==> src/design/tcce_pkg.sv <==
// Shared types, constants and helpers for the text console cursor engine.
// No dependencies; every other design file refers to this package by scope.

package tcce_pkg;

    // Glyph cell geometry and tab expansion
    localparam int GLYPH_WIDTH  = 8;
    localparam int GLYPH_HEIGHT = 16;
    localparam int TAB_SPACES   = 4;

    // Field widths
    localparam int COORD_BITS = 12;
    localparam int SCALE_BITS = 5;
    localparam int COLOR_BITS = 24;
    localparam int CHAR_BITS  = 8;
    localparam int OP_BITS    = 2;

    // Glyph repeat count (one for a printable, TAB_SPACES for a tab)
    localparam int CNT_BITS = $clog2(TAB_SPACES + 1);

    // Command queue between front and back; depth is a power of two
    localparam int QUEUE_DEPTH = 2;
    localparam int QPTR_BITS   = $clog2(QUEUE_DEPTH);
    localparam int QCNT_BITS   = $clog2(QUEUE_DEPTH + 1);

    // Register port
    localparam int ADDR_BITS    = 5;
    localparam int DATA_BITS    = 32;
    localparam int REG_IDX_BITS = 3;

    localparam logic [REG_IDX_BITS-1:0] REG_DISP_WIDTH  = 3'd0;
    localparam logic [REG_IDX_BITS-1:0] REG_DISP_HEIGHT = 3'd1;
    localparam logic [REG_IDX_BITS-1:0] REG_FONT_SCALE  = 3'd2;
    localparam logic [REG_IDX_BITS-1:0] REG_INK_COLOR   = 3'd3;
    localparam logic [REG_IDX_BITS-1:0] REG_TEXT_ENABLE = 3'd4;

    // Register reset values
    localparam logic [COORD_BITS-1:0] RST_DISP_WIDTH  = 12'd1024;
    localparam logic [COORD_BITS-1:0] RST_DISP_HEIGHT = 12'd768;
    localparam logic [SCALE_BITS-1:0] RST_FONT_SCALE  = 5'd1;
    localparam logic [COLOR_BITS-1:0] RST_INK_COLOR   = 24'hFFFFFF;
    localparam logic                  RST_TEXT_ENABLE = 1'b1;

    // Result op codes
    localparam logic [OP_BITS-1:0] OP_DRAW  = 2'd0;
    localparam logic [OP_BITS-1:0] OP_ERASE = 2'd1;
    localparam logic [OP_BITS-1:0] OP_CLEAR = 2'd2;

    // Input command codes
    localparam logic CMD_CHAR  = 1'b0;
    localparam logic CMD_CLEAR = 1'b1;

    // Character codes
    localparam logic [CHAR_BITS-1:0] CHR_BS      = 8'd8;
    localparam logic [CHAR_BITS-1:0] CHR_TAB     = 8'd9;
    localparam logic [CHAR_BITS-1:0] CHR_NL      = 8'd10;
    localparam logic [CHAR_BITS-1:0] CHR_SPACE   = 8'd32;
    localparam logic [CHAR_BITS-1:0] FIRST_PRINT = 8'd32;
    localparam logic [CHAR_BITS-1:0] LAST_PRINT  = 8'd126;

    typedef struct packed {
        logic                  cmd;
        logic [CHAR_BITS-1:0]  char_code;
        logic [COLOR_BITS-1:0] clear_color;
    } item_t;

    typedef struct packed {
        logic [OP_BITS-1:0]    op;
        logic [COORD_BITS-1:0] pos_x;
        logic [COORD_BITS-1:0] pos_y;
        logic [CHAR_BITS-1:0]  glyph;
        logic [COLOR_BITS-1:0] paint_color;
        logic                  last;
    } res_t;

    typedef struct packed {
        logic [COORD_BITS-1:0] disp_width;
        logic [COORD_BITS-1:0] disp_height;
        logic [SCALE_BITS-1:0] font_scale;
        logic [COLOR_BITS-1:0] ink_color;
        logic                  text_enable;
    } cfg_t;

    // Command classes handed from front to back
    typedef enum logic [1:0] {
        K_CLEAR     = 2'd0,
        K_NEWLINE   = 2'd1,
        K_BACKSPACE = 2'd2,
        K_GLYPH     = 2'd3
    } kind_t;

    typedef struct packed {
        kind_t                 kind;
        logic [CHAR_BITS-1:0]  glyph;
        logic [CNT_BITS-1:0]   count;
        logic [COLOR_BITS-1:0] color;
    } entry_t;

    // Cell width and height in pixels for a given scale
    function automatic logic [COORD_BITS-1:0] cell_w(input logic [SCALE_BITS-1:0] scale);
        return COORD_BITS'(scale * GLYPH_WIDTH);
    endfunction

    function automatic logic [COORD_BITS-1:0] cell_h(input logic [SCALE_BITS-1:0] scale);
        return COORD_BITS'(scale * GLYPH_HEIGHT);
    endfunction

endpackage

==> src/design/tcce_cfg.sv <==
// Configuration registers behind the APB-style port.
// Depends on tcce_pkg for register indexes, reset values and cfg_t.

module tcce_cfg (
    input  logic                           aclk,
    input  logic                           aresetn,
    input  logic                           psel,
    input  logic                           penable,
    input  logic                           pwrite,
    input  logic [tcce_pkg::ADDR_BITS-1:0] paddr,
    input  logic [tcce_pkg::DATA_BITS-1:0] pwdata,
    output logic [tcce_pkg::DATA_BITS-1:0] prdata,
    output logic                           pready,
    output tcce_pkg::cfg_t                 cfg
);

    logic [tcce_pkg::COORD_BITS-1:0]   width_reg;
    logic [tcce_pkg::COORD_BITS-1:0]   height_reg;
    logic [tcce_pkg::SCALE_BITS-1:0]   scale_reg;
    logic [tcce_pkg::COLOR_BITS-1:0]   color_reg;
    logic                              enable_reg;
    logic [tcce_pkg::REG_IDX_BITS-1:0] reg_idx;
    logic                              wr_en;

    assign reg_idx = paddr[tcce_pkg::ADDR_BITS-1:2];
    assign wr_en   = psel && penable && pwrite;
    assign pready  = 1'b1;

    // Write the addressed register on the access cycle
    always_ff @(posedge aclk) begin
        if (!aresetn) begin
            width_reg  <= tcce_pkg::RST_DISP_WIDTH;
            height_reg <= tcce_pkg::RST_DISP_HEIGHT;
            scale_reg  <= tcce_pkg::RST_FONT_SCALE;
            color_reg  <= tcce_pkg::RST_INK_COLOR;
            enable_reg <= tcce_pkg::RST_TEXT_ENABLE;
        end else if (wr_en) begin
            unique case (reg_idx)
                tcce_pkg::REG_DISP_WIDTH:  width_reg  <= pwdata[tcce_pkg::COORD_BITS-1:0];
                tcce_pkg::REG_DISP_HEIGHT: height_reg <= pwdata[tcce_pkg::COORD_BITS-1:0];
                tcce_pkg::REG_FONT_SCALE:  scale_reg  <= pwdata[tcce_pkg::SCALE_BITS-1:0];
                tcce_pkg::REG_INK_COLOR:   color_reg  <= pwdata[tcce_pkg::COLOR_BITS-1:0];
                tcce_pkg::REG_TEXT_ENABLE: enable_reg <= pwdata[0];
                default: ;
            endcase
        end
    end

    // Read back the addressed register
    always_comb begin
        prdata = '0;
        unique case (reg_idx)
            tcce_pkg::REG_DISP_WIDTH:  prdata = tcce_pkg::DATA_BITS'(width_reg);
            tcce_pkg::REG_DISP_HEIGHT: prdata = tcce_pkg::DATA_BITS'(height_reg);
            tcce_pkg::REG_FONT_SCALE:  prdata = tcce_pkg::DATA_BITS'(scale_reg);
            tcce_pkg::REG_INK_COLOR:   prdata = tcce_pkg::DATA_BITS'(color_reg);
            tcce_pkg::REG_TEXT_ENABLE: prdata = tcce_pkg::DATA_BITS'(enable_reg);
            default:                   prdata = '0;
        endcase
    end

    assign cfg.disp_width  = width_reg;
    assign cfg.disp_height = height_reg;
    assign cfg.font_scale  = scale_reg;
    assign cfg.ink_color   = color_reg;
    assign cfg.text_enable = enable_reg;

endmodule

==> src/design/tcce_front.sv <==
// Front end: accepts input items and classifies them into queue entries.
// Depends on tcce_pkg for item_t, entry_t and the character codes.

module tcce_front (
    input  logic             s_valid,
    output logic             s_ready,
    input  tcce_pkg::item_t  s_data,
    input  logic             text_enable,
    input  logic             q_full,
    output logic             q_push,
    output tcce_pkg::entry_t q_entry
);

    logic keep;

    assign s_ready = !q_full;
    assign q_push  = s_valid && s_ready && keep;

    // Classify the item; drop codes that cause no work
    always_comb begin
        keep          = 1'b0;
        q_entry.kind  = tcce_pkg::K_GLYPH;
        q_entry.glyph = s_data.char_code;
        q_entry.count = tcce_pkg::CNT_BITS'(1);
        q_entry.color = s_data.clear_color;
        if (s_data.cmd == tcce_pkg::CMD_CLEAR) begin
            q_entry.kind = tcce_pkg::K_CLEAR;
            keep         = 1'b1;
        end else if (text_enable) begin
            if (s_data.char_code == tcce_pkg::CHR_NL) begin
                q_entry.kind = tcce_pkg::K_NEWLINE;
                keep         = 1'b1;
            end else if (s_data.char_code == tcce_pkg::CHR_BS) begin
                q_entry.kind = tcce_pkg::K_BACKSPACE;
                keep         = 1'b1;
            end else if (s_data.char_code == tcce_pkg::CHR_TAB) begin
                q_entry.glyph = tcce_pkg::CHR_SPACE;
                q_entry.count = tcce_pkg::CNT_BITS'(tcce_pkg::TAB_SPACES);
                keep          = 1'b1;
            end else if (s_data.char_code >= tcce_pkg::FIRST_PRINT &&
                         s_data.char_code <= tcce_pkg::LAST_PRINT) begin
                keep = 1'b1;
            end
        end
    end

endmodule

==> src/design/tcce_queue.sv <==
// Short command queue that decouples the front end from the back end.
// Depends on tcce_pkg for entry_t and the queue depth.

module tcce_queue (
    input  logic             aclk,
    input  logic             aresetn,
    input  logic             push,
    input  tcce_pkg::entry_t push_entry,
    input  logic             pop,
    output logic             q_valid,
    output logic             q_full,
    output tcce_pkg::entry_t head
);

    tcce_pkg::entry_t                 slot_reg [tcce_pkg::QUEUE_DEPTH];
    logic [tcce_pkg::QPTR_BITS-1:0]   wr_ptr_reg;
    logic [tcce_pkg::QPTR_BITS-1:0]   rd_ptr_reg;
    logic [tcce_pkg::QCNT_BITS-1:0]   count_reg;

    assign q_valid = count_reg != '0;
    assign q_full  = count_reg == tcce_pkg::QCNT_BITS'(tcce_pkg::QUEUE_DEPTH);
    assign head    = slot_reg[rd_ptr_reg];

    // Advance pointers and occupancy
    always_ff @(posedge aclk) begin
        if (!aresetn) begin
            wr_ptr_reg <= '0;
            rd_ptr_reg <= '0;
            count_reg  <= '0;
        end else begin
            if (push) begin
                wr_ptr_reg <= wr_ptr_reg + tcce_pkg::QPTR_BITS'(1);
            end
            if (pop) begin
                rd_ptr_reg <= rd_ptr_reg + tcce_pkg::QPTR_BITS'(1);
            end
            if (push && !pop) begin
                count_reg <= count_reg + tcce_pkg::QCNT_BITS'(1);
            end else if (pop && !push) begin
                count_reg <= count_reg - tcce_pkg::QCNT_BITS'(1);
            end
        end
    end

    // Hold entries
    always_ff @(posedge aclk) begin
        if (push) begin
            slot_reg[wr_ptr_reg] <= push_entry;
        end
    end

endmodule

==> src/design/tcce_back.sv <==
// Back end: owns the cursor and background, turns queue entries into render
// commands one per cycle unless m_ready stalls, held in the output register.
// Depends on tcce_pkg for entry_t, res_t, cfg_t and the op codes.

module tcce_back (
    input  logic             aclk,
    input  logic             aresetn,
    input  tcce_pkg::cfg_t   cfg,
    input  logic             q_valid,
    input  tcce_pkg::entry_t head,
    output logic             pop,
    output logic             m_valid,
    input  logic             m_ready,
    output tcce_pkg::res_t   m_data
);

    localparam int CB = tcce_pkg::COORD_BITS;

    typedef enum logic [2:0] {
        S_FETCH = 3'b001,
        S_GLYPH = 3'b010,
        S_DRAW0 = 3'b100
    } bstate_t;

    bstate_t                           state_reg, state_next;
    logic [CB-1:0]                     x_reg, x_next;
    logic [CB-1:0]                     y_reg, y_next;
    logic [tcce_pkg::COLOR_BITS-1:0]   bg_reg, bg_next;
    logic [tcce_pkg::CHAR_BITS-1:0]    glyph_reg, glyph_next;
    logic [tcce_pkg::CNT_BITS-1:0]     rem_reg, rem_next;
    logic                              m_valid_reg;
    tcce_pkg::res_t                    m_data_reg;

    logic [CB-1:0]                     cw, ch;
    logic                              step_ok;
    logic                              emit;
    tcce_pkg::res_t                    res;
    logic                              glyph_step;
    logic [tcce_pkg::CHAR_BITS-1:0]    g_code;
    logic [tcce_pkg::CNT_BITS-1:0]     g_rem;

    logic [CB:0]                       x_end, y_step, wy_end, nl_end;
    logic                              wrap, g_clear, nl_clear;
    logic [CB-1:0]                     wx, wy, y_nl;
    logic                              bs_home, bs_emit;
    logic [CB-1:0]                     bx, by;

    assign cw      = tcce_pkg::cell_w(cfg.font_scale);
    assign ch      = tcce_pkg::cell_h(cfg.font_scale);
    assign step_ok = !m_valid_reg || m_ready;
    assign m_valid = m_valid_reg;
    assign m_data  = m_data_reg;

    // Glyph source: queue head on fetch, held copy while a tab runs
    assign g_code = (state_reg == S_FETCH) ? head.glyph : glyph_reg;
    assign g_rem  = (state_reg == S_FETCH) ? head.count : rem_reg;

    // Wrap to the next line, then test the bottom edge
    assign x_end   = {1'b0, x_reg} + {1'b0, cw};
    assign wrap    = x_end >= {1'b0, cfg.disp_width};
    assign y_step  = {1'b0, y_reg} + {1'b0, ch};
    assign y_nl    = y_step[CB-1:0];
    assign wx      = wrap ? '0 : x_reg;
    assign wy      = wrap ? y_nl : y_reg;
    assign wy_end  = {1'b0, wy} + {1'b0, ch};
    assign g_clear = wy_end >= {1'b0, cfg.disp_height};
    assign nl_end  = {1'b0, y_nl} + {1'b0, ch};
    assign nl_clear = nl_end >= {1'b0, cfg.disp_height};

    // Backspace: step back one cell, or to the end of the line above
    assign bs_home = (x_reg == '0) && (y_reg == '0);
    always_comb begin
        if (x_reg == '0) begin
            by = (y_reg > ch) ? y_reg - ch : '0;
            bx = (cfg.disp_width > cw) ? cfg.disp_width - cw : '0;
        end else begin
            bx = (x_reg > cw) ? x_reg - cw : '0;
            by = y_reg;
        end
    end
    assign bs_emit = !bs_home &&
                     ({1'b0, bx} + {1'b0, cw}) <= {1'b0, cfg.disp_width} &&
                     ({1'b0, by} + {1'b0, ch}) <= {1'b0, cfg.disp_height};

    // Sequence one result per cycle while the output register can take it
    always_comb begin
        state_next      = state_reg;
        x_next          = x_reg;
        y_next          = y_reg;
        bg_next         = bg_reg;
        glyph_next      = glyph_reg;
        rem_next        = rem_reg;
        pop             = 1'b0;
        emit            = 1'b0;
        glyph_step      = 1'b0;
        res.op          = tcce_pkg::OP_CLEAR;
        res.pos_x       = '0;
        res.pos_y       = '0;
        res.glyph       = '0;
        res.paint_color = bg_reg;
        res.last        = 1'b1;

        unique case (state_reg)
            S_FETCH: begin
                if (q_valid && step_ok) begin
                    pop = 1'b1;
                    unique case (head.kind)
                        tcce_pkg::K_CLEAR: begin
                            emit            = 1'b1;
                            res.paint_color = head.color;
                            if (cfg.text_enable) begin
                                bg_next = head.color;
                                x_next  = '0;
                                y_next  = '0;
                            end
                        end
                        tcce_pkg::K_NEWLINE: begin
                            x_next = '0;
                            if (nl_clear) begin
                                emit   = 1'b1;
                                y_next = '0;
                            end else begin
                                y_next = y_nl;
                            end
                        end
                        tcce_pkg::K_BACKSPACE: begin
                            if (!bs_home) begin
                                x_next = bx;
                                y_next = by;
                            end
                            if (bs_emit) begin
                                emit      = 1'b1;
                                res.op    = tcce_pkg::OP_ERASE;
                                res.pos_x = bx;
                                res.pos_y = by;
                            end
                        end
                        tcce_pkg::K_GLYPH: begin
                            glyph_step = 1'b1;
                        end
                    endcase
                end
            end
            S_GLYPH: begin
                if (step_ok) begin
                    glyph_step = 1'b1;
                end
            end
            S_DRAW0: begin
                if (step_ok) begin
                    emit            = 1'b1;
                    res.op          = tcce_pkg::OP_DRAW;
                    res.glyph       = glyph_reg;
                    res.paint_color = cfg.ink_color;
                    res.last        = rem_reg == tcce_pkg::CNT_BITS'(1);
                    x_next          = cw;
                    y_next          = '0;
                    if (rem_reg > tcce_pkg::CNT_BITS'(1)) begin
                        rem_next   = rem_reg - tcce_pkg::CNT_BITS'(1);
                        state_next = S_GLYPH;
                    end else begin
                        state_next = S_FETCH;
                    end
                end
            end
            default: state_next = S_FETCH;
        endcase

        // Put one glyph: clear first when the line reaches the bottom
        if (glyph_step) begin
            glyph_next = g_code;
            emit       = 1'b1;
            if (g_clear) begin
                res.last   = 1'b0;
                x_next     = '0;
                y_next     = '0;
                rem_next   = g_rem;
                state_next = S_DRAW0;
            end else begin
                res.op          = tcce_pkg::OP_DRAW;
                res.pos_x       = wx;
                res.pos_y       = wy;
                res.glyph       = g_code;
                res.paint_color = cfg.ink_color;
                res.last        = g_rem == tcce_pkg::CNT_BITS'(1);
                x_next          = wx + cw;
                y_next          = wy;
                if (g_rem > tcce_pkg::CNT_BITS'(1)) begin
                    rem_next   = g_rem - tcce_pkg::CNT_BITS'(1);
                    state_next = S_GLYPH;
                end else begin
                    state_next = S_FETCH;
                end
            end
        end
    end

    // Cursor, background and sequencer state
    always_ff @(posedge aclk) begin
        if (!aresetn) begin
            state_reg <= S_FETCH;
            x_reg     <= '0;
            y_reg     <= '0;
            bg_reg    <= '0;
        end else begin
            state_reg <= state_next;
            x_reg     <= x_next;
            y_reg     <= y_next;
            bg_reg    <= bg_next;
        end
    end

    always_ff @(posedge aclk) begin
        glyph_reg <= glyph_next;
        rem_reg   <= rem_next;
    end

    // Output register: load on emit, drop when taken
    always_ff @(posedge aclk) begin
        if (!aresetn) begin
            m_valid_reg <= 1'b0;
        end else if (emit) begin
            m_valid_reg <= 1'b1;
        end else if (m_ready) begin
            m_valid_reg <= 1'b0;
        end
    end

    always_ff @(posedge aclk) begin
        if (emit) begin
            m_data_reg <= res;
        end
    end

endmodule

==> src/design/text_console_cursor_engine_core.sv <==
// Text console cursor engine: top level joining register port, front end,
// command queue and back end. Depends on tcce_pkg and all tcce_* modules.
//
// Usage:
//   s_* channel takes one item: a character (cmd 0) or a clear (cmd 1).
//   m_* channel gives render commands: draw glyph, erase cell, clear screen;
//   last marks the final command caused by an item. Items that cause nothing
//   (ignored codes, text mode off, newline without a clear) give no result.
//   The APB-style port holds screen size, font scale, font colour and the
//   text enable; write it only while no item is in flight.
// Path: an accepted item is written into the queue; the back end fetches it
//   from the queue head and loads its first result into the output register.
// Throughput: one item per cycle for a printable, newline, backspace or
//   clear while m_ready keeps the output register free; a printable that
//   hits the bottom edge gives a clear, then a draw; a tab gives four space
//   draws. The back end's single result per cycle sets this rate.
// Reset: cursor at the origin, background black, registers at their reset
//   values, queue and output register empty.
// Stall: when m_ready is low the output register holds its command, the
//   back end waits, the two-entry queue fills and then s_ready falls.

module text_console_cursor_engine_core (
    input  logic                           aclk,
    input  logic                           aresetn,
    input  logic                           s_valid,
    output logic                           s_ready,
    input  tcce_pkg::item_t                s_data,
    output logic                           m_valid,
    input  logic                           m_ready,
    output tcce_pkg::res_t                 m_data,
    input  logic                           psel,
    input  logic                           penable,
    input  logic                           pwrite,
    input  logic [tcce_pkg::ADDR_BITS-1:0] paddr,
    input  logic [tcce_pkg::DATA_BITS-1:0] pwdata,
    output logic [tcce_pkg::DATA_BITS-1:0] prdata,
    output logic                           pready
);

    tcce_pkg::cfg_t   cfg;
    logic             q_full;
    logic             q_push;
    logic             q_pop;
    logic             q_valid;
    tcce_pkg::entry_t q_entry;
    tcce_pkg::entry_t q_head;

    tcce_cfg u_cfg (
        .aclk    (aclk),
        .aresetn (aresetn),
        .psel    (psel),
        .penable (penable),
        .pwrite  (pwrite),
        .paddr   (paddr),
        .pwdata  (pwdata),
        .prdata  (prdata),
        .pready  (pready),
        .cfg     (cfg)
    );

    tcce_front u_front (
        .s_valid     (s_valid),
        .s_ready     (s_ready),
        .s_data      (s_data),
        .text_enable (cfg.text_enable),
        .q_full      (q_full),
        .q_push      (q_push),
        .q_entry     (q_entry)
    );

    tcce_queue u_queue (
        .aclk       (aclk),
        .aresetn    (aresetn),
        .push       (q_push),
        .push_entry (q_entry),
        .pop        (q_pop),
        .q_valid    (q_valid),
        .q_full     (q_full),
        .head       (q_head)
    );

    tcce_back u_back (
        .aclk    (aclk),
        .aresetn (aresetn),
        .cfg     (cfg),
        .q_valid (q_valid),
        .head    (q_head),
        .pop     (q_pop),
        .m_valid (m_valid),
        .m_ready (m_ready),
        .m_data  (m_data)
    );

`ifndef SYNTHESIS
    a_reset_empty: assert property (@(posedge aclk) !aresetn |=> !m_valid)
        else $error("result valid after reset");

    a_clear_origin: assert property (@(posedge aclk) disable iff (!aresetn)
        m_valid && m_data.op == tcce_pkg::OP_CLEAR |->
            m_data.pos_x == '0 && m_data.pos_y == '0 && m_data.glyph == '0)
        else $error("clear command carries a position or glyph");

    a_draw_color: assert property (@(posedge aclk) disable iff (!aresetn)
        m_valid && m_data.op == tcce_pkg::OP_DRAW |->
            m_data.paint_color == cfg.ink_color)
        else $error("draw command not in font colour");

    a_erase_on_screen: assert property (@(posedge aclk) disable iff (!aresetn)
        m_valid && m_data.op == tcce_pkg::OP_ERASE |->
            ({1'b0, m_data.pos_x} + {1'b0, tcce_pkg::cell_w(cfg.font_scale)})
                <= {1'b0, cfg.disp_width})
        else $error("erase cell beyond right edge");
`endif

endmodule
==> config.mk <==
export PLATFORM = sky130hd
export DESIGN_NAME = text_console_cursor_engine_core
export DESIGN_NICKNAME = d
export VERILOG_FILES = /design/src/design/tcce_pkg.sv /design/src/design/tcce_cfg.sv /design/src/design/tcce_front.sv /design/src/design/tcce_queue.sv /design/src/design/tcce_back.sv /design/src/design/text_console_cursor_engine_core.sv
export SDC_FILE = /design/constraint.sdc
export NUM_CORES = 1
export LEC_CHECK = 0
export BUFFER_PORTS_ARGS = -buffer_cell sky130_fd_sc_hd__buf_2
export CAP_MARGIN = 0
export CORE_MARGIN = 4
export CORE_UTILIZATION = 28
export CTS_CLUSTER_SIZE = 40
export DETAILED_ROUTE_END_ITERATION = 10
export HOLD_SLACK_MARGIN = 0.1
export PLACE_DENSITY = 0.48
export SYNTH_ARGS = -nofsm -noshare
export SYNTH_HDL_FRONTEND = slang
export SYNTH_SLANG_ARGS = --single-unit
==> constraint.sdc <==
create_clock -name aclk -period 25.3 [get_ports aclk]
set_input_delay 1.265 -clock aclk [delete_from_list [all_inputs] [get_ports aclk]]
set_output_delay 1.265 -clock aclk [all_outputs]
set_load 0.01 [all_outputs]
==> results of run 1 <==
==> worst register-to-register path: cells and delay by family, from the launching register on <==
| kind | cells | cell delay [ns] |
|---|---|---|
| multiplexers | 1 | 0.42 |
| XOR/XNOR | 2 | 0.26 |
| adder cells (fa/ha/maj) | 4 | 1.40 |
| buffers and inverters | 2 | 0.61 |
| AND/OR/NAND/NOR | 10 | 1.97 |
| flip-flops | 1 | 0.32 |
| AO/OA/AOI/OAI | 12 | 2.98 |
==> kinds of logic after synthesis <==
logic type	count (synthesis)	share of synthesized area
AOI/OAI and AO/OA	420	0.1880
xor gates and xnor gates	58	0.03256
adders and majority gates	124	0.1042
buffers and inverters	189	0.05196
DFF	253	0.4138
muxes	73	0.05052
other	2	0.0004813
and+or+nand+nor	507	0.1584
==> final cells by class <==
class                   instances  area [um^2]
clock buffers                  39        877.1
clock inverters                18        216.5
repair buffers                177        950.9
flip-flops and latches        253         6457
well taps                     748        935.9
diodes                          4        10.01
fillers                      5792        36910
inverters                      89        334.1
multi-input cells            1191         8403
==> metrics by stage <==
step | total power [uW] | util | cell area, um^2 | hold WS (ns)
3_5_place_dp | 1533 | 0.3100 | 17080 | 0.4766
4_1_cts | 2015 | 0.3299 | 18170 | 0.4847
5_1_grt | 2139 | 0.3299 | 18180 | 0.4989
3_3_place_gp | 1522 | 0.3100 | 17080 | 0.4643
6_report | 1993 | 0.3301 | 18180 | 0.4877
2_1_floorplan | 1240 | - | 15630 | 0.4464
==> power by group through the flow <==
stage	Combinational [uW]	Sequential, uW	Clock [uW]
after floorplan	617	623	0
after global placement	918	604	0
after detailed placement	929	605	0
after CTS	931	598	487
after global routing	1030	605	505
final	925	596	472
==> path summary, 6_finish.rpt <==
path,startpoint,end,slack (ns),depth (start not counted)
worst max-delay path,u_cfg.scale_reg[1]$_SDFFE_PN0P_,u_back.m_data[36]$_DFFE_PP_,17.09,31
worst min-delay path,u_cfg.width_reg[3]$_SDFFE_PN0P_,u_cfg.width_reg[3]$_SDFFE_PN0P_,0.49,2
worst min register to register,u_cfg.width_reg[3]$_SDFFE_PN0P_,u_cfg.width_reg[3]$_SDFFE_PN0P_,0.49,2
worst max register to register,u_cfg.scale_reg[1]$_SDFFE_PN0P_,u_back.m_data[36]$_DFFE_PP_,17.09,31
==> cell usage in the layout, fill, tap and decap left out, types with 7 or more instances in the layout <==
cell,count
dfxtp_1,113
edfxtp_1,139
xnor2_1,40
conb_1,9
o211ai_1,9
and3_1,7
fa_1,10
buf_4,26
a211oi_1,44
a22o_1,35
o21a_1,11
nand3_1,61
clkbuf_16,32
or3_1,12
nor4_1,7
nor2b_1,22
o22ai_1,15
and2_1,23
nand4_1,14
o21ai_0,95
a21o_1,18
buf_2,151
inv_1,87
xor2_1,18
nand2b_1,13
ha_1,114
nor3b_1,7
a21oi_1,92
nand2_1,168
mux2i_1,63
a22oi_1,13
o31ai_1,9
nor3_1,26
nor2_1,107
==> layer usage <==
metal,global-route usage,wire [um],vias up
met5,0,26,-
met4,0.04675,1452,4
met3,0.04375,3693,79
met2,0.2747,23430,409
met1,0.2119,21860,6062
li1,-,-,6213
==> impl_metrics.csv, run 1 <==
group,metric,value,unit
final_layout,layout-drive-gt1-share,0.1596,
worst_setup_path,crit_type,"reg2reg",
placed_design,place_inst,2458,
sta,timing.final.crit_share,0.3245,
clocking,ctsResizeCount,0,
outcome,status,"completed",
detailed_routing,detail_route.wl_per_cell,20.03,um
sta,finClkSkew,0.01872,ns
power_and_ir_drop,total_leakage_power,0.007069,uW
yosys,synth_top_cell_area_share,0.2675,
die,dieArea,59570,um^2
detailed_routing,avgViaCountPerCell,5.068,
yosys,synth-seq-cells,253,
final_layout,largest_register_ffs,72,
power_and_ir_drop,p_per_area,109.6,nW/um^2
worst_setup_path,path_buf_inv,2,
placed_design,io_buffers,151,
yosys,synth_async_sr_flop_share,0,
final_layout,finalNonFillerCells,2519,
power_and_ir_drop,switching_share,0.4141,
grt,grt_usage,0.1651,
sta,period_minus_slack,8.210,ns
power_and_ir_drop,clock_power_share,0.237,
clocking,worstSkewPairLatency,0.58,ns
yosys,ys_seq_area_frac,0.4138,
placed_design,pre_cts_ws,17.20,ns
grt,antenna_found_initial,5,
die,start_util,0.2832,
power_and_ir_drop,switchingPower,825.4,uW
power_and_ir_drop,max-vdd-ir-drop,0.05469,mV
sta,timing.final.ws_setup,17.09,ns
clocking,numCtsBuffers,31,
power_and_ir_drop,cell_internal_pwr,1168,uW
sta,hold_viol,0,
final_layout,nets,1944,
die,die_w,244.1,um
detailed_routing,route.detailed.drc,0,
grt,gr-total-overflow,0,
hold_path,worstHoldPathType,"reg2reg",
clocking,cts.clk_slew.worst_paths,0.06,ns
grt,grt_pass1_vias,12623,
yosys,synth_common_cells,"nand2_1, edfxtp_1, dfxtp_1, ha_1, nor2_1",
power_and_ir_drop,combPwrFrac,0.464,
detailed_routing,via_count,12767,
yosys,synth-edff-count,139,
final_layout,areaGrowthSynthToFinish,16.54,%
clocking,ctsHoldBuffers,0,
placed_design,gp_congestion,0.8791,
worst_setup_path,start_kind,"register",
worst_setup_path,crit_arrival,8.53,ns
yosys,yosys_warnings,0,
yosys,ys.flop_type,"edfxtp_1",
worst_setup_path,end_kind,"register",
die,rows,86,
worst_setup_path,required,25.62,ns
worst_setup_path,cp_top_family,"compound AO/OA/AOI/OAI gates",
sta,report.final.setup_viol,0,
clocking,cts_root_buffer,"clkbuf_16",
grt,grt_pass1_wl,76.95,mm
yosys,synthesis.instances,1626,
clocking,cts.sinks,253,
worst_setup_path,critPathSlowestCell,"or3_1",
die,die_y,244.1,um
detailed_routing,routed_wl,50.46,mm
clocking,cts_setup_buffers,0,
yosys,synth_top_cell_by_area,"edfxtp_1",
clocking,htree_levels,1,
sta,setup_tns,0,ns
job,maxCapViolations,0,
sta,rsz0062_at_grt,"no",
worst_setup_path,cpMostUsedCell,"nor2_1",
clocking,clockBufferDepth,3,
power_and_ir_drop,seqPwrFrac,0.299,
detailed_routing,first_iter_violations,838,
yosys,synth.avg_cell_area,9.596,um^2
sta,fmax,0.1218,GHz
die,pin_count,171,
worst_setup_path,cp_max_fo,48,
sta,tightest_slew,1.135,ns
detailed_routing,drtAntennaViolNets,0,
yosys,yosysMostFrequentCell,"nand2_1",
grt,grt_max_degree,66,
placed_design,hpwl,37.42,mm
sta,max_slew_margin,0.2417,
yosys,ys_top_cells_by_area,"edfxtp_1, dfxtp_1, ha_1, mux2i_1, nand2_1",
yosys,synth_cell_types,91,
die,core_area,55090,um^2
clocking,cts_tree,"yes",
yosys,netlist_area,15600,um^2
worst_setup_path,max_stage_delay,0.67,ns
sta,maxSlewViolCount,0,
detailed_routing,first_pass_iters,6,
No activity file was read; power rests on OpenSTA's default activity.
==> run 2: changes to the inputs <==
--- a/config.mk
+++ b/config.mk
@@ -5,6 +5,7 @@
 export SDC_FILE = /design/constraint.sdc
 export NUM_CORES = 1
 export LEC_CHECK = 0
+export ABC_AREA = 1
 export BUFFER_PORTS_ARGS = -buffer_cell sky130_fd_sc_hd__buf_2
 export CAP_MARGIN = 0
 export CORE_MARGIN = 4
@@ -12,7 +13,7 @@
 export CTS_CLUSTER_SIZE = 40
 export DETAILED_ROUTE_END_ITERATION = 10
 export HOLD_SLACK_MARGIN = 0.1
-export PLACE_DENSITY = 0.48
+export PLACE_DENSITY = 0.5
 export SYNTH_ARGS = -nofsm -noshare
 export SYNTH_HDL_FRONTEND = slang
 export SYNTH_SLANG_ARGS = --single-unit
==> constraint.sdc (replaced) <==
create_clock -name aclk -period 7.4 [get_ports aclk]
set_input_delay 0.37 -clock aclk [delete_from_list [all_inputs] [get_ports aclk]]
set_output_delay 0.37 -clock aclk [all_outputs]
set_load 0.01 [all_outputs]
==> run 2 against run 1 <==
Final cell count increased by 15%; cell area increased by 3.2%; via count rose by 7.1%; clock skew rose by 0.044 ns; wire length shrank 2.2%; core utilization up 0.94 points; synthesized cell count is 18% higher; synthesized area is 0.58% higher; critical endpoint is now u_back.m_data[40]$_DFFE_PP_; highest routed layer unchanged.
==> impl_metrics.csv, run 2 <==
group,metric,value,unit
worst_setup_path,critPathSlowestCell,"dfxtp_1",
detailed_routing,routed_wl,49.38,mm
die,die_y,244.7,um
sta,report.final.setup_viol,0,
final_layout,multi_input_area,7923,um^2
grt,grt_usage,0.1599,
clocking,worstSkewPairLatency,0.61,ns
yosys,synth_cell_types,62,
worst_setup_path,cp_max_fo,17,
yosys,synth_common_cells,"nand2_1, inv_1, nor2_1",
placed_design,hpwl,37.45,mm
yosys,ys_top_cells_by_area,"edfxtp_1, dfxtp_1, nand2_1, ha_1, inv_1",
yosys,yosysMostFrequentCell,"nand2_1",
yosys,netlist_area,15690,um^2
worst_setup_path,end_kind,"register",
grt,grt_max_degree,83,
final_layout,areaGrowthSynthToFinish,19.63,%
detailed_routing,first_iter_violations,822,
grt,gr-total-overflow,0,
job,maxCapViolations,0,
placed_design,pre_cts_ws,1.163,ns
clocking,cts_tree,"yes",
worst_setup_path,crit_type,"reg2reg",
final_layout,largest_register_ffs,72,
outcome,status,"completed",
yosys,synth_async_sr_flop_share,0,
detailed_routing,route.detailed.drc,0,
clocking,htree_levels,1,
placed_design,gp_congestion,0.8811,
clocking,numCtsBuffers,30,
clocking,cts_root_buffer,"clkbuf_16",
sta,rsz0062_at_grt,"no",
final_layout,seq_area,6457,um^2
yosys,synth_top_cell_by_area,"edfxtp_1",
sta,max_slew_margin,0.3667,
sta,finClkSkew,0.06230,ns
clocking,cts.clk_slew.worst_paths,0.07,ns
detailed_routing,via_count,13674,
worst_setup_path,start_kind,"register",
detailed_routing,avgViaCountPerCell,4.731,
final_layout,nets,2319,
final_layout,antenna_cells,0,
final_layout,layout-drive-gt1-share,0.1447,
die,rows,86,
grt,grt_pass1_wl,76.47,mm
yosys,synth_top_cell_area_share,0.2660,
sta,timing.final.crit_share,0.8373,
power_and_ir_drop,p_per_area,397.8,nW/um^2
clocking,cts.sinks,253,
yosys,synth.avg_cell_area,8.153,um^2
die,start_util,0.2838,
worst_setup_path,cpMostUsedCell,"nand2_1",
sta,maxSlewViolCount,0,
sta,hold_viol,0,
grt,grt_pass1_vias,13277,
die,die_w,244.7,um
sta,period_minus_slack,6.196,ns
placed_design,io_buffers,151,
sta,fmax,0.1614,GHz
final_layout,layout_commonest_cell,"nand2_1",
hold_path,worstHoldPathType,"in2reg",
final_layout,nFillCells,5866,
sta,timing.final.ws_setup,1.204,ns
grt,antenna_found_initial,1,
yosys,yosys_warnings,0,
yosys,ys.flop_type,"edfxtp_1",
detailed_routing,detail_route.wl_per_cell,17.09,um
yosys,synth-seq-cells,253,
die,dieArea,59900,um^2
detailed_routing,drtAntennaViolNets,0,
detailed_routing,first_pass_iters,5,
sta,tightest_slew,0.9500,ns
die,pin_count,171,
power_and_ir_drop,total_leakage_power,0.008217,uW
worst_setup_path,required,7.73,ns
clocking,clockBufferDepth,3,
die,core_area,55310,um^2
final_layout,layout_common_cells,"nand2_1, inv_1, nor2_1",
worst_setup_path,max_stage_delay,0.50,ns
worst_setup_path,crit_arrival,6.53,ns
sta,setup_tns,0,ns
yosys,synth-edff-count,139,
yosys,synthesis.instances,1925,
yosys,ys_seq_area_frac,0.4114,
clocking,cts_setup_buffers,0,
power_and_ir_drop,max-vdd-ir-drop,0.1987,mV
==> run 2: critical path, delay by kind of cell (launching register included) <==
kind	cells	cell delay (ns)
DFF	1	0.50
and+or+nand+nor	15	1.70
xor gates and xnor gates	2	0.29
AOI/OAI and AO/OA	4	0.87
adders and majority gates	5	1.72
buffers and inverters	5	0.82
==> run 2: cell families (layout without fill, tap and decap cells) <==
family,Yosys count,after routing,synth area share
compound gates,412,412,0.1602
xor+xnor,51,51,0.02846
fa+ha+maj,124,124,0.1036
buf+inv,329,539,0.08698
flops,253,253,0.4114
mux,12,12,0.007654
other cells,2,9,0.0004785
simple gates,742,742,0.2012
==> run 2: worst paths after layout <==
check	start	end	slack (ns)	cells after the start
setup / recovery	u_back.x_reg[4]$_SDFFE_PN0P_	u_back.m_data[40]$_DFFE_PP_	1.20	31
hold / removal	s_data[32]	u_queue.slot_reg[0][35]$_DFFE_PP_	0.14	2
setup reg to reg	u_back.x_reg[4]$_SDFFE_PN0P_	u_back.m_data[40]$_DFFE_PP_	1.20	31
hold reg to reg	u_back.y_reg[0]$_SDFFE_PN0P_	u_back.y_reg[0]$_SDFFE_PN0P_	0.45	2
==> run 2: per-stage QoR <==
stage | std cells | total power [uW] | cell area (um^2) | hold WS, ns | utilization
after global routing | 2890 | 8084 | 18770 | 0.1137 | 0.3394
after global placement | 2781 | 5972 | 17270 | 0.4423 | 0.3122
after floorplan | 1932 | 4864 | 15720 | 0.4250 | -
after detailed placement | 2781 | 6015 | 17270 | 0.4440 | 0.3122
after CTS | 2890 | 7549 | 18770 | 0.1055 | 0.3394
final | 2890 | 7469 | 18770 | 0.1354 | 0.3394
==> run 2: timing repair <==
action | in CTS | in global routing
setup endpoints to repair | 0 | 0
hold buffers | 53 | 0
gates resized for setup | 0 | 0
hold endpoints to repair | 93 | 0
==> run 2: where the power goes <==
part	leakage [uW]	switching [uW]	internal, uW	total, uW
combinational	0.00553	2590	1300	3890
clock	0.000469	618	846	1460
sequential	0.00222	179	1940	2110
total	0.00822	3390	4080	7470
==> run 2: area by class of cell <==
cell class              instances  area share
clock buffers                  32     0.04039
clock inverters                24     0.01160
inverters                     247     0.04958
multi-input cells            1350      0.4220
flip-flops and latches        253      0.3440
well taps                     748     0.04985
repair buffers                236     0.08264
==> run 2: per-layer routing <==
metal	GRT usage	vias up	wire length, um
li1	-	6857	-
met1	0.2057	6380	21860
met2	0.2812	362	23660
met3	0.02633	73	2731
met4	0.03826	2	1113
met5	0	-	12
